**src/rtl/core/skf_pkg.sv**
```systemverilog
// shared constants and controller/datapath interface types for the scalar kalman filter
package skf_pkg;

    localparam int unsigned DATA_W    = 32;
    localparam int unsigned KIND_W    = 2;
    localparam int unsigned CFG_IDX_W = 2;
    localparam int unsigned GAIN_W    = 17;
    localparam int unsigned DIV_CNT_W = 5;

    localparam logic [KIND_W-1:0] KIND_PREDICT = 2'd0;
    localparam logic [KIND_W-1:0] KIND_UPDATE  = 2'd1;
    localparam logic [KIND_W-1:0] KIND_RESET   = 2'd2;

    localparam logic [CFG_IDX_W-1:0] CFG_MEAS_VARIANCE = 2'd0;
    localparam logic [CFG_IDX_W-1:0] CFG_PROC_VARIANCE = 2'd1;

    localparam logic [DATA_W-1:0] MEAS_VARIANCE_RESET = 32'd65536;
    localparam logic [DATA_W-1:0] PROC_VARIANCE_RESET = 32'd6554;
    localparam logic [DATA_W-1:0] ONE_Q16             = 32'd65536;
    localparam logic [GAIN_W-1:0] GAIN_ONE            = 17'h10000;

    // last quotient step of the gain divider
    localparam logic [DIV_CNT_W-1:0] DIV_LAST = 5'(GAIN_W - 1);

    typedef enum logic [2:0] {
        S_IDLE,
        S_SIMPLE,
        S_DIV,
        S_MUL_E,
        S_MUL_P,
        S_FIN,
        S_DONE
    } t_state;

    typedef struct packed {
        logic load;
        logic simple;
        logic div_step;
        logic mul_e;
        logic mul_p;
        logic fin;
        logic publish;
    } t_dp_cmd;

    typedef struct packed {
        logic div_last;
    } t_dp_sts;

endpackage

```
**src/rtl/core/scalar_kalman_filter.sv**
```systemverilog
// top level of the scalar kalman filter: controller, datapath and checks
//
//  channel | direction | handshake                   | payload
//  --------+-----------+-----------------------------+------------------------------------
//  in      | to block  | i_in_valid / o_in_stall     | i_kind, i_value
//  out     | from block| o_out_valid / i_out_stall   | o_estimate, o_variance, o_overflow
//  cfg     | to block  | i_cfg_valid / o_cfg_ready   | i_cfg_index, i_cfg_data
//
// predict, reset and the unused kind pass through load, the simple step and publish; update
// passes through load, the 17-step gain divider, the two multiplies, the variance write-back
// and the publish step.
// one transaction is worked on at a time; the next is taken once the result is registered.
// a stalled output holds in its register, the block can finish one more item behind it.
// reset (synchronous, active low) clears the estimate to 0, the variance to 1.0 and the
// registers to their defaults; config writes are always ready.
module scalar_kalman_filter (
    input  logic                          i_clk,
    input  logic                          i_rst_n,
    input  logic                          i_in_valid,
    output logic                          o_in_stall,
    input  logic [skf_pkg::KIND_W-1:0]    i_kind,
    input  logic signed [skf_pkg::DATA_W-1:0] i_value,
    output logic                          o_out_valid,
    input  logic                          i_out_stall,
    output logic signed [skf_pkg::DATA_W-1:0] o_estimate,
    output logic [skf_pkg::DATA_W-1:0]    o_variance,
    output logic                          o_overflow,
    input  logic                          i_cfg_valid,
    output logic                          o_cfg_ready,
    input  logic [skf_pkg::CFG_IDX_W-1:0] i_cfg_index,
    input  logic [skf_pkg::DATA_W-1:0]    i_cfg_data
);

    skf_pkg::t_dp_cmd cmd;
    skf_pkg::t_dp_sts sts;
    logic             in_accept;

    assign o_cfg_ready = 1'b1;
    assign in_accept   = i_in_valid && !o_in_stall;

    skf_ctrl u_ctrl (
        .i_clk       (i_clk),
        .i_rst_n     (i_rst_n),
        .i_in_valid  (i_in_valid),
        .i_kind      (i_kind),
        .i_out_stall (i_out_stall),
        .i_sts       (sts),
        .o_in_stall  (o_in_stall),
        .o_out_valid (o_out_valid),
        .o_cmd       (cmd)
    );

    skf_dp u_dp (
        .i_clk       (i_clk),
        .i_rst_n     (i_rst_n),
        .i_kind      (i_kind),
        .i_value     (i_value),
        .i_cfg_wr    (i_cfg_valid && o_cfg_ready),
        .i_cfg_index (i_cfg_index),
        .i_cfg_data  (i_cfg_data),
        .i_cmd       (cmd),
        .o_sts       (sts),
        .o_estimate  (o_estimate),
        .o_variance  (o_variance),
        .o_overflow  (o_overflow)
    );

    // an accepted transaction keeps the input side busy next cycle
    a_busy_after_accept: assert property (@(posedge i_clk) disable iff (!i_rst_n)
        in_accept |=> o_in_stall)
        else $error("input not stalled after accept");

    // a published result is shown and the block is free again
    a_publish_shows: assert property (@(posedge i_clk) disable iff (!i_rst_n)
        cmd.publish |=> (o_out_valid && !o_in_stall))
        else $error("published result not presented");

    // the divider hands over to the estimate multiply on its last step
    a_div_to_mul: assert property (@(posedge i_clk) disable iff (!i_rst_n)
        (cmd.div_step && sts.div_last) |=> cmd.mul_e)
        else $error("divider did not hand over to multiply");

endmodule

```
**src/rtl/core/skf_ctrl.sv**
```systemverilog
// sequencing state machine and handshake control for the scalar kalman filter
module skf_ctrl (
    input  logic                          i_clk,
    input  logic                          i_rst_n,
    input  logic                          i_in_valid,
    input  logic [skf_pkg::KIND_W-1:0]    i_kind,
    input  logic                          i_out_stall,
    input  skf_pkg::t_dp_sts              i_sts,
    output logic                          o_in_stall,
    output logic                          o_out_valid,
    output skf_pkg::t_dp_cmd              o_cmd
);

    skf_pkg::t_state r_state;
    skf_pkg::t_state n_state;
    logic            r_out_valid;
    logic            n_out_valid;

    always_ff @(posedge i_clk) begin
        if (!i_rst_n) begin
            r_state     <= skf_pkg::S_IDLE;
            r_out_valid <= 1'b0;
        end else begin
            r_state     <= n_state;
            r_out_valid <= n_out_valid;
        end
    end

    always_comb begin
        n_state = r_state;
        o_cmd   = '0;
        unique case (r_state)
            skf_pkg::S_IDLE: begin
                if (i_in_valid) begin
                    o_cmd.load = 1'b1;
                    n_state    = (i_kind == skf_pkg::KIND_UPDATE) ? skf_pkg::S_DIV
                                                                 : skf_pkg::S_SIMPLE;
                end
            end
            skf_pkg::S_SIMPLE: begin
                o_cmd.simple = 1'b1;
                n_state      = skf_pkg::S_DONE;
            end
            skf_pkg::S_DIV: begin
                o_cmd.div_step = 1'b1;
                if (i_sts.div_last) begin
                    n_state = skf_pkg::S_MUL_E;
                end
            end
            skf_pkg::S_MUL_E: begin
                o_cmd.mul_e = 1'b1;
                n_state     = skf_pkg::S_MUL_P;
            end
            skf_pkg::S_MUL_P: begin
                o_cmd.mul_p = 1'b1;
                n_state     = skf_pkg::S_FIN;
            end
            skf_pkg::S_FIN: begin
                o_cmd.fin = 1'b1;
                n_state   = skf_pkg::S_DONE;
            end
            skf_pkg::S_DONE: begin
                // wait for the output register to free up
                if (!r_out_valid || !i_out_stall) begin
                    o_cmd.publish = 1'b1;
                    n_state       = skf_pkg::S_IDLE;
                end
            end
            default: begin
                n_state = skf_pkg::S_IDLE;
            end
        endcase
    end

    always_comb begin
        n_out_valid = r_out_valid && i_out_stall;
        if (o_cmd.publish) begin
            n_out_valid = 1'b1;
        end
    end

    assign o_in_stall  = (r_state != skf_pkg::S_IDLE);
    assign o_out_valid = r_out_valid;

endmodule

```
**src/rtl/core/skf_dp.sv**
```systemverilog
// datapath of the scalar kalman filter: state, config, gain divider, multipliers, output register
module skf_dp (
    input  logic                          i_clk,
    input  logic                          i_rst_n,
    input  logic [skf_pkg::KIND_W-1:0]    i_kind,
    input  logic signed [skf_pkg::DATA_W-1:0] i_value,
    input  logic                          i_cfg_wr,
    input  logic [skf_pkg::CFG_IDX_W-1:0] i_cfg_index,
    input  logic [skf_pkg::DATA_W-1:0]    i_cfg_data,
    input  skf_pkg::t_dp_cmd              i_cmd,
    output skf_pkg::t_dp_sts              o_sts,
    output logic signed [skf_pkg::DATA_W-1:0] o_estimate,
    output logic [skf_pkg::DATA_W-1:0]    o_variance,
    output logic                          o_overflow
);

    localparam int unsigned W = skf_pkg::DATA_W;
    localparam int unsigned G = skf_pkg::GAIN_W;

    logic [W-1:0]              r_meas;
    logic [W-1:0]              r_proc;
    logic signed [W-1:0]       r_est;
    logic [W-1:0]              r_var;
    logic [skf_pkg::KIND_W-1:0] r_kind;
    logic signed [W-1:0]       r_value;
    logic                      r_ovf;
    logic [W:0]                r_rem;
    logic [W:0]                r_den;
    logic [G-1:0]              r_quo;
    logic [skf_pkg::DIV_CNT_W-1:0] r_cnt;
    logic signed [W+G:0]       r_prod_e;
    logic [W+G-1:0]            r_prod_p;
    logic signed [W-1:0]       r_o_est;
    logic [W-1:0]              r_o_var;
    logic                      r_o_ovf;

    logic signed [W:0]         est_sum;
    logic [W:0]                var_sum;
    logic                      est_sat;
    logic signed [W-1:0]       est_pred;
    logic [W+1:0]              div_t;
    logic                      div_ge;
    logic [G-1:0]              gain;
    logic signed [W:0]         diff;
    logic signed [W+G:0]       prod_e;
    logic [W+G-1:0]            prod_p;
    logic signed [W-1:0]       est_step;

    // configuration registers
    always_ff @(posedge i_clk) begin
        if (!i_rst_n) begin
            r_meas <= skf_pkg::MEAS_VARIANCE_RESET;
            r_proc <= skf_pkg::PROC_VARIANCE_RESET;
        end else if (i_cfg_wr) begin
            unique case (i_cfg_index)
                skf_pkg::CFG_MEAS_VARIANCE: r_meas <= i_cfg_data;
                skf_pkg::CFG_PROC_VARIANCE: r_proc <= i_cfg_data;
                default: ;
            endcase
        end
    end

    // predict arithmetic with saturation
    assign est_sum  = {r_est[W-1], r_est} + {r_value[W-1], r_value};
    assign var_sum  = {1'b0, r_var} + {1'b0, r_proc};
    assign est_sat  = (est_sum[W] != est_sum[W-1]);
    assign est_pred = !est_sat ? est_sum[W-1:0]
                    : (est_sum[W] ? {1'b1, {(W-1){1'b0}}} : {1'b0, {(W-1){1'b1}}});

    // restoring divider, first step compares the remainder without a shift
    assign div_t  = (r_cnt == '0) ? {1'b0, r_rem} : {r_rem, 1'b0};
    assign div_ge = (div_t >= {1'b0, r_den});

    // zero denominator gives zero gain
    assign gain     = (r_den == '0) ? '0 : r_quo;
    assign diff     = {r_value[W-1], r_value} - {r_est[W-1], r_est};
    // two's complement product kept to its full width, the magnitude stays below 2^48
    assign prod_e   = {{G{diff[W]}}, diff} * {{(W+1){1'b0}}, gain};
    assign prod_p   = {{G{1'b0}}, r_var} * {{W{1'b0}}, skf_pkg::GAIN_ONE - gain};
    assign est_step = W'(r_prod_e >>> 16);

    always_ff @(posedge i_clk) begin
        if (!i_rst_n) begin
            r_est <= '0;
            r_var <= skf_pkg::ONE_Q16;
        end else if (i_cmd.simple) begin
            unique case (r_kind)
                skf_pkg::KIND_PREDICT: begin
                    r_est <= est_pred;
                    r_var <= var_sum[W] ? {W{1'b1}} : var_sum[W-1:0];
                end
                skf_pkg::KIND_RESET: begin
                    r_est <= r_value;
                    r_var <= skf_pkg::ONE_Q16;
                end
                default: ;
            endcase
        end else if (i_cmd.mul_p) begin
            r_est <= r_est + est_step;
        end else if (i_cmd.fin) begin
            r_var <= r_prod_p[W+15:16];
        end
    end

    always_ff @(posedge i_clk) begin
        if (i_cmd.load) begin
            r_kind  <= i_kind;
            r_value <= i_value;
            r_ovf   <= 1'b0;
            r_rem   <= {1'b0, r_var};
            r_den   <= {1'b0, r_var} + {1'b0, r_meas};
            r_quo   <= '0;
            r_cnt   <= '0;
        end else begin
            if (i_cmd.simple && r_kind == skf_pkg::KIND_PREDICT) begin
                r_ovf <= est_sat || var_sum[W];
            end
            if (i_cmd.div_step) begin
                r_rem <= div_ge ? (W+1)'(div_t - {1'b0, r_den}) : div_t[W:0];
                r_quo <= {r_quo[G-2:0], div_ge};
                r_cnt <= r_cnt + 1'b1;
            end
        end
        if (i_cmd.mul_e) begin
            r_prod_e <= prod_e;
        end
        if (i_cmd.mul_p) begin
            r_prod_p <= prod_p;
        end
        if (i_cmd.publish) begin
            r_o_est <= r_est;
            r_o_var <= r_var;
            r_o_ovf <= r_ovf;
        end
    end

    assign o_sts.div_last = (r_cnt == skf_pkg::DIV_LAST);
    assign o_estimate     = r_o_est;
    assign o_variance     = r_o_var;
    assign o_overflow     = r_o_ovf;

endmodule

```
**config.mk**
```make
export PLATFORM = sky130hd
export DESIGN_NAME = scalar_kalman_filter
export DESIGN_NICKNAME = d
export VERILOG_FILES = /design/src/rtl/core/skf_pkg.sv /design/src/rtl/core/scalar_kalman_filter.sv /design/src/rtl/core/skf_ctrl.sv /design/src/rtl/core/skf_dp.sv
export SDC_FILE = /design/constraint.sdc
export NUM_CORES = 2
export LEC_CHECK = 0
export BUFFER_PORTS_ARGS = -buffer_cell sky130_fd_sc_hd__clkbuf_2
export CAP_MARGIN = 20
export CELL_PAD_IN_SITES_DETAIL_PLACEMENT = 1
export CELL_PAD_IN_SITES_GLOBAL_PLACEMENT = 2
export CORE_AREA = 4 4 280 489
export CTS_CLUSTER_SIZE = 25
export DETAILED_ROUTE_END_ITERATION = 10
export DIE_AREA = 0 0 284 493
export PLACE_DENSITY = 0.86
export SYNTH_ARGS = -nofsm -noshare
export SYNTH_HDL_FRONTEND = slang
export SYNTH_SLANG_ARGS = --single-unit
```
**constraint.sdc**
```tcl
create_clock -name i_clk -period 20.4 [get_ports i_clk]
set_input_delay 1.02 -clock i_clk [delete_from_list [all_inputs] [get_ports i_clk]]
set_output_delay 1.02 -clock i_clk [all_outputs]
set_load 0.01 [all_outputs]
```
==> metrics <==
stages on the worst setup path=36; Worst Path Arrival=approximately 11 ns; hold path endpoint=u_dp.r_meas[28]$_SDFFE_PN0P_; Row Count=177; worst-path fanout max=between 60 and 70; vias in the first global route=56,200; Clk Latency, worst-skew pair=between 0.6 and 0.7 ns; Netlist cell types=around 100; WL per Instance=around 25 um; share of total power in the clock network=0.173; initial antenna violation count=4; setup ws final=between 9 and 10 ns; Buf+Inv Stages, Crit Path=9; Cells after DPL=~8,400; sw frac=0.505; Tot GR Track Use=0.305; CTS H-Tree Depth=2; Die Ht=493 um; P_sw=between 2000 and 3000 uW; Top Family by Delay on Critical Path=adder cells; IO Port Bufs=around 140; Nets=8,249; Max clock buf depth=3; number of synthesized flops with an enable pin=about 230; syn_nets=approximately 8,300; total grt overflow=0; io pins=between 100 and 150; largest net degree at the start of global routing=71; Reg2Reg Setup Slack=9.32 ns; Tot Pwr=5210 uW; Layout Skew=roughly 0.054 ns; DP HPWL=171,000 um; Sum Neg Setup Slack=0 ns; CTS Hold Bufs=0; Synth Area per Inst=between 8 and 9 sq um; CP max stage cell=a21boi_0; CP peak stage delay=0.62 ns; Hold Crit Start=u_dp.r_meas[28]$_SDFFE_PN0P_; status=finished, final reports clean; Hold Vio Cnt, Final=0; ratio of cells with drive above 1 in the final layout=0.0661; Synth Register Bits=approximately 380; Worst Hold Depth=2; Diodes inserted=0; routed vias=~49,000; routability cong.=0.935; Clock Pin Slew Worst Setup and Hold Paths=~0.06 ns; reg-to-reg startpoint=u_dp.r_den[26]$_DFFE_PP_; CP required=roughly 21 ns; CTS Buf Count=48; Fmax=about 0.09 GHz; Int Pwr=about 2600 uW; Starting Density=0.449; fin cells=~8,500; Tcrit/Tclk final=0.543; RSZ-0062 raised after global routing=no; Std-Cell Core Area=approximately 130,000 sq um; Crit Reg-Reg Endpoint=u_dp.r_prod_p[45]$_DFFE_PP_; yosys warns=0; # fillers=about 16,000; Worst slew margin=0.226; post-cts resize count=0; Worst setup EP type=register; class of the most critical setup path=reg -> reg; FFs w/ async S/R, synth=0; post-route ant nets=0; root buf cell=clkbuf_16; Mapped Area=59,500 sq um; vias per cell=5.74; Worst Reg2Reg Path Length in Cells=36; Cell Pwr Density=81.5 nW/um^2; pre-CTS WS=around 9.4 ns; register area share after synthesis=0.167; Area Overhead vs Synth=7.30%; maxcap violations=0; most frequent CP cell=fa_1; Least-Margin Pin Slew=1.16 ns; final setup vio count=0; crit path time final=approximately 11 ns; peak supply drop=between 0.07 and 0.08 mV; worst min-delay path class=reg -> reg; number of setup buffers added after CTS=0; 1st-iter DRT viols=2,435; CTS tree=done; Routed WL=around 210,000 um; first-pass GRT wire length=around 330,000 um; Top FF cell, synth=edfxtp_1; register share of total power=0.202; fin. max-slew vios=0; Comb pwr share=0.625; DIE WIDTH=between 200 and 300 um; Post-route DRC=0; Leakage=approximately 0.031 uW; die area=between 100,000 and 150,000 sq um; TritonCTS Sinks=~380; 1st-pass router iterations=7; Cells after Synth=6,810; crit start category=register
==> state kept, by name, indices dropped and copies added (netlist names) <==
register            flops
u_dp.r_value           32
u_dp.r_prod_p          32
u_ctrl.o_out_valid      1
u_dp.r_proc            32
u_dp.o_estimate        32
u_dp.r_cnt              5
u_dp.r_meas            32
u_dp.r_prod_e          32
u_dp.r_var             32
u_dp.o_variance        32
u_ctrl.r_state          3
u_dp.r_rem             33
u_dp.r_ovf              1
u_dp.r_kind             2
u_dp.r_quo             17
u_dp.r_est             32
u_dp.o_overflow         1
u_dp.r_den             33
==> power groups by stage <==
stage	Sequential, uW	Clock, uW	Combinational [uW]
global placement	1060	0	3140
CTS	1050	918	3250
global route	1060	946	3540
detailed placement	1070	0	3230
finish	1050	900	3250
floorplan	1030	0	2090
==> cells by family after synthesis <==
family	Yosys count	synth area share
mux	41	0.00769
compound gates	1091	0.118
simple gates	2028	0.152
other cells	1	0.0000630
xor+xnor	260	0.0387
buf+inv	1614	0.102
fa+ha+maj	1391	0.414
flops	384	0.167
==> worst max path at each step <==
| stage | startpoint | to |
|---|---|---|
| 6_report | u_dp.r_den[26]$_DFFE_PP_ | u_dp.r_prod_p[45]$_DFFE_PP_ |
| 5_1_grt | u_dp.r_den[26]$_DFFE_PP_ | u_dp.r_prod_p[45]$_DFFE_PP_ |
| 4_1_cts | u_dp.r_den[26]$_DFFE_PP_ | u_dp.r_prod_p[45]$_DFFE_PP_ |
| 3_5_place_dp | u_dp.r_den[26]$_DFFE_PP_ | u_dp.r_prod_p[45]$_DFFE_PP_ |
| 3_3_place_gp | u_dp.r_den[26]$_DFFE_PP_ | u_dp.r_prod_p[45]$_DFFE_PP_ |
| 2_1_floorplan | u_dp.r_den[30]$_DFFE_PP_ | u_dp.r_prod_p[45]$_DFFE_PP_ |
==> tightest hold or removal path: cells and delay by family, from the launching register on <==
family	cells	cell delay, ns
compound gates	1	0.06
flops	1	0.31
simple gates	1	0.05
==> through the flow <==
step | cell area (sq um) | utilization | hold WS, ns
3_3_place_gp | 62200 | 0.469 | 0.457
3_5_place_dp | 62200 | 0.469 | 0.465
2_1_floorplan | 59500 | - | 0.403
4_1_cts | 63800 | 0.481 | 0.474
5_1_grt | 63900 | 0.482 | 0.491
6_report | 63900 | 0.482 | 0.470
==> Yosys cell counts, types with 9 or more instances <==
| cell | number | share of area |
|---|---|---|
| o21ai_0 | 192 | 0.016 |
| a22oi_1 | 12 | 0.0015 |
| o21a_1 | 40 | 0.0050 |
| nor2b_1 | 67 | 0.0070 |
| clkbuf_1 | 324 | 0.020 |
| o21bai_1 | 38 | 0.0048 |
| inv_1 | 1267 | 0.080 |
| xnor2_1 | 188 | 0.028 |
| fa_1 | 966 | 0.32 |
| dfxtp_1 | 156 | 0.052 |
| ha_1 | 422 | 0.089 |
| nor3b_1 | 10 | 0.0013 |
| nand2_1 | 1126 | 0.071 |
| edfxtp_1 | 228 | 0.12 |
| nand3_1 | 56 | 0.0047 |
| nor4_1 | 18 | 0.0019 |
| a21boi_0 | 65 | 0.0082 |
| mux2_2 | 35 | 0.0066 |
| o22ai_1 | 9 | 0.00095 |
| a211oi_1 | 27 | 0.0034 |
| a22o_1 | 10 | 0.0015 |
| and2_1 | 152 | 0.016 |
| or3_1 | 22 | 0.0023 |
| buf_2 | 12 | 0.0010 |
| nor2_1 | 321 | 0.020 |
| nand4_1 | 33 | 0.0035 |
| a31oi_1 | 52 | 0.0055 |
| o31ai_1 | 23 | 0.0029 |
| a21oi_1 | 347 | 0.029 |
| and3_1 | 97 | 0.010 |
| o211ai_1 | 23 | 0.0029 |
| nand2b_1 | 44 | 0.0046 |
| xor2_1 | 69 | 0.010 |
| nor3_1 | 42 | 0.0035 |
| a21o_1 | 121 | 0.015 |
==> layer usage <==
metal	wire (um)	GRT usage
met1	71400	0.299
met2	117000	0.604
met3	7110	0.0273
met4	17500	0.200
met5	17	0
==> cell type report <==
class                      count  area [sq um]  share of cell area
sequential                   384          9970               0.156
timing repair buffer         273          1740              0.0272
tap                         1700          2130              0.0333
clock buffer                  65          1340              0.0209
inverter                    1269          4770              0.0746
multi-input combinational   4812         43700               0.684
clock inverter                25           278             0.00435
==> placed cells by master (no fill, tap or decap), drive strengths merged, types with 135 or more instances in the layout <==
cell	netlist	final
inv	1268	1276
nand2	1127	1127
fa	966	966
ha	422	422
a21oi	349	349
nor2	321	321
edfxtp	228	228
clkbuf	324	203
o21ai	196	196
xnor2	190	190
dfxtp	156	156
and2	156	156
buf	21	135
No activity file was read; power rests on OpenSTA's default activity.
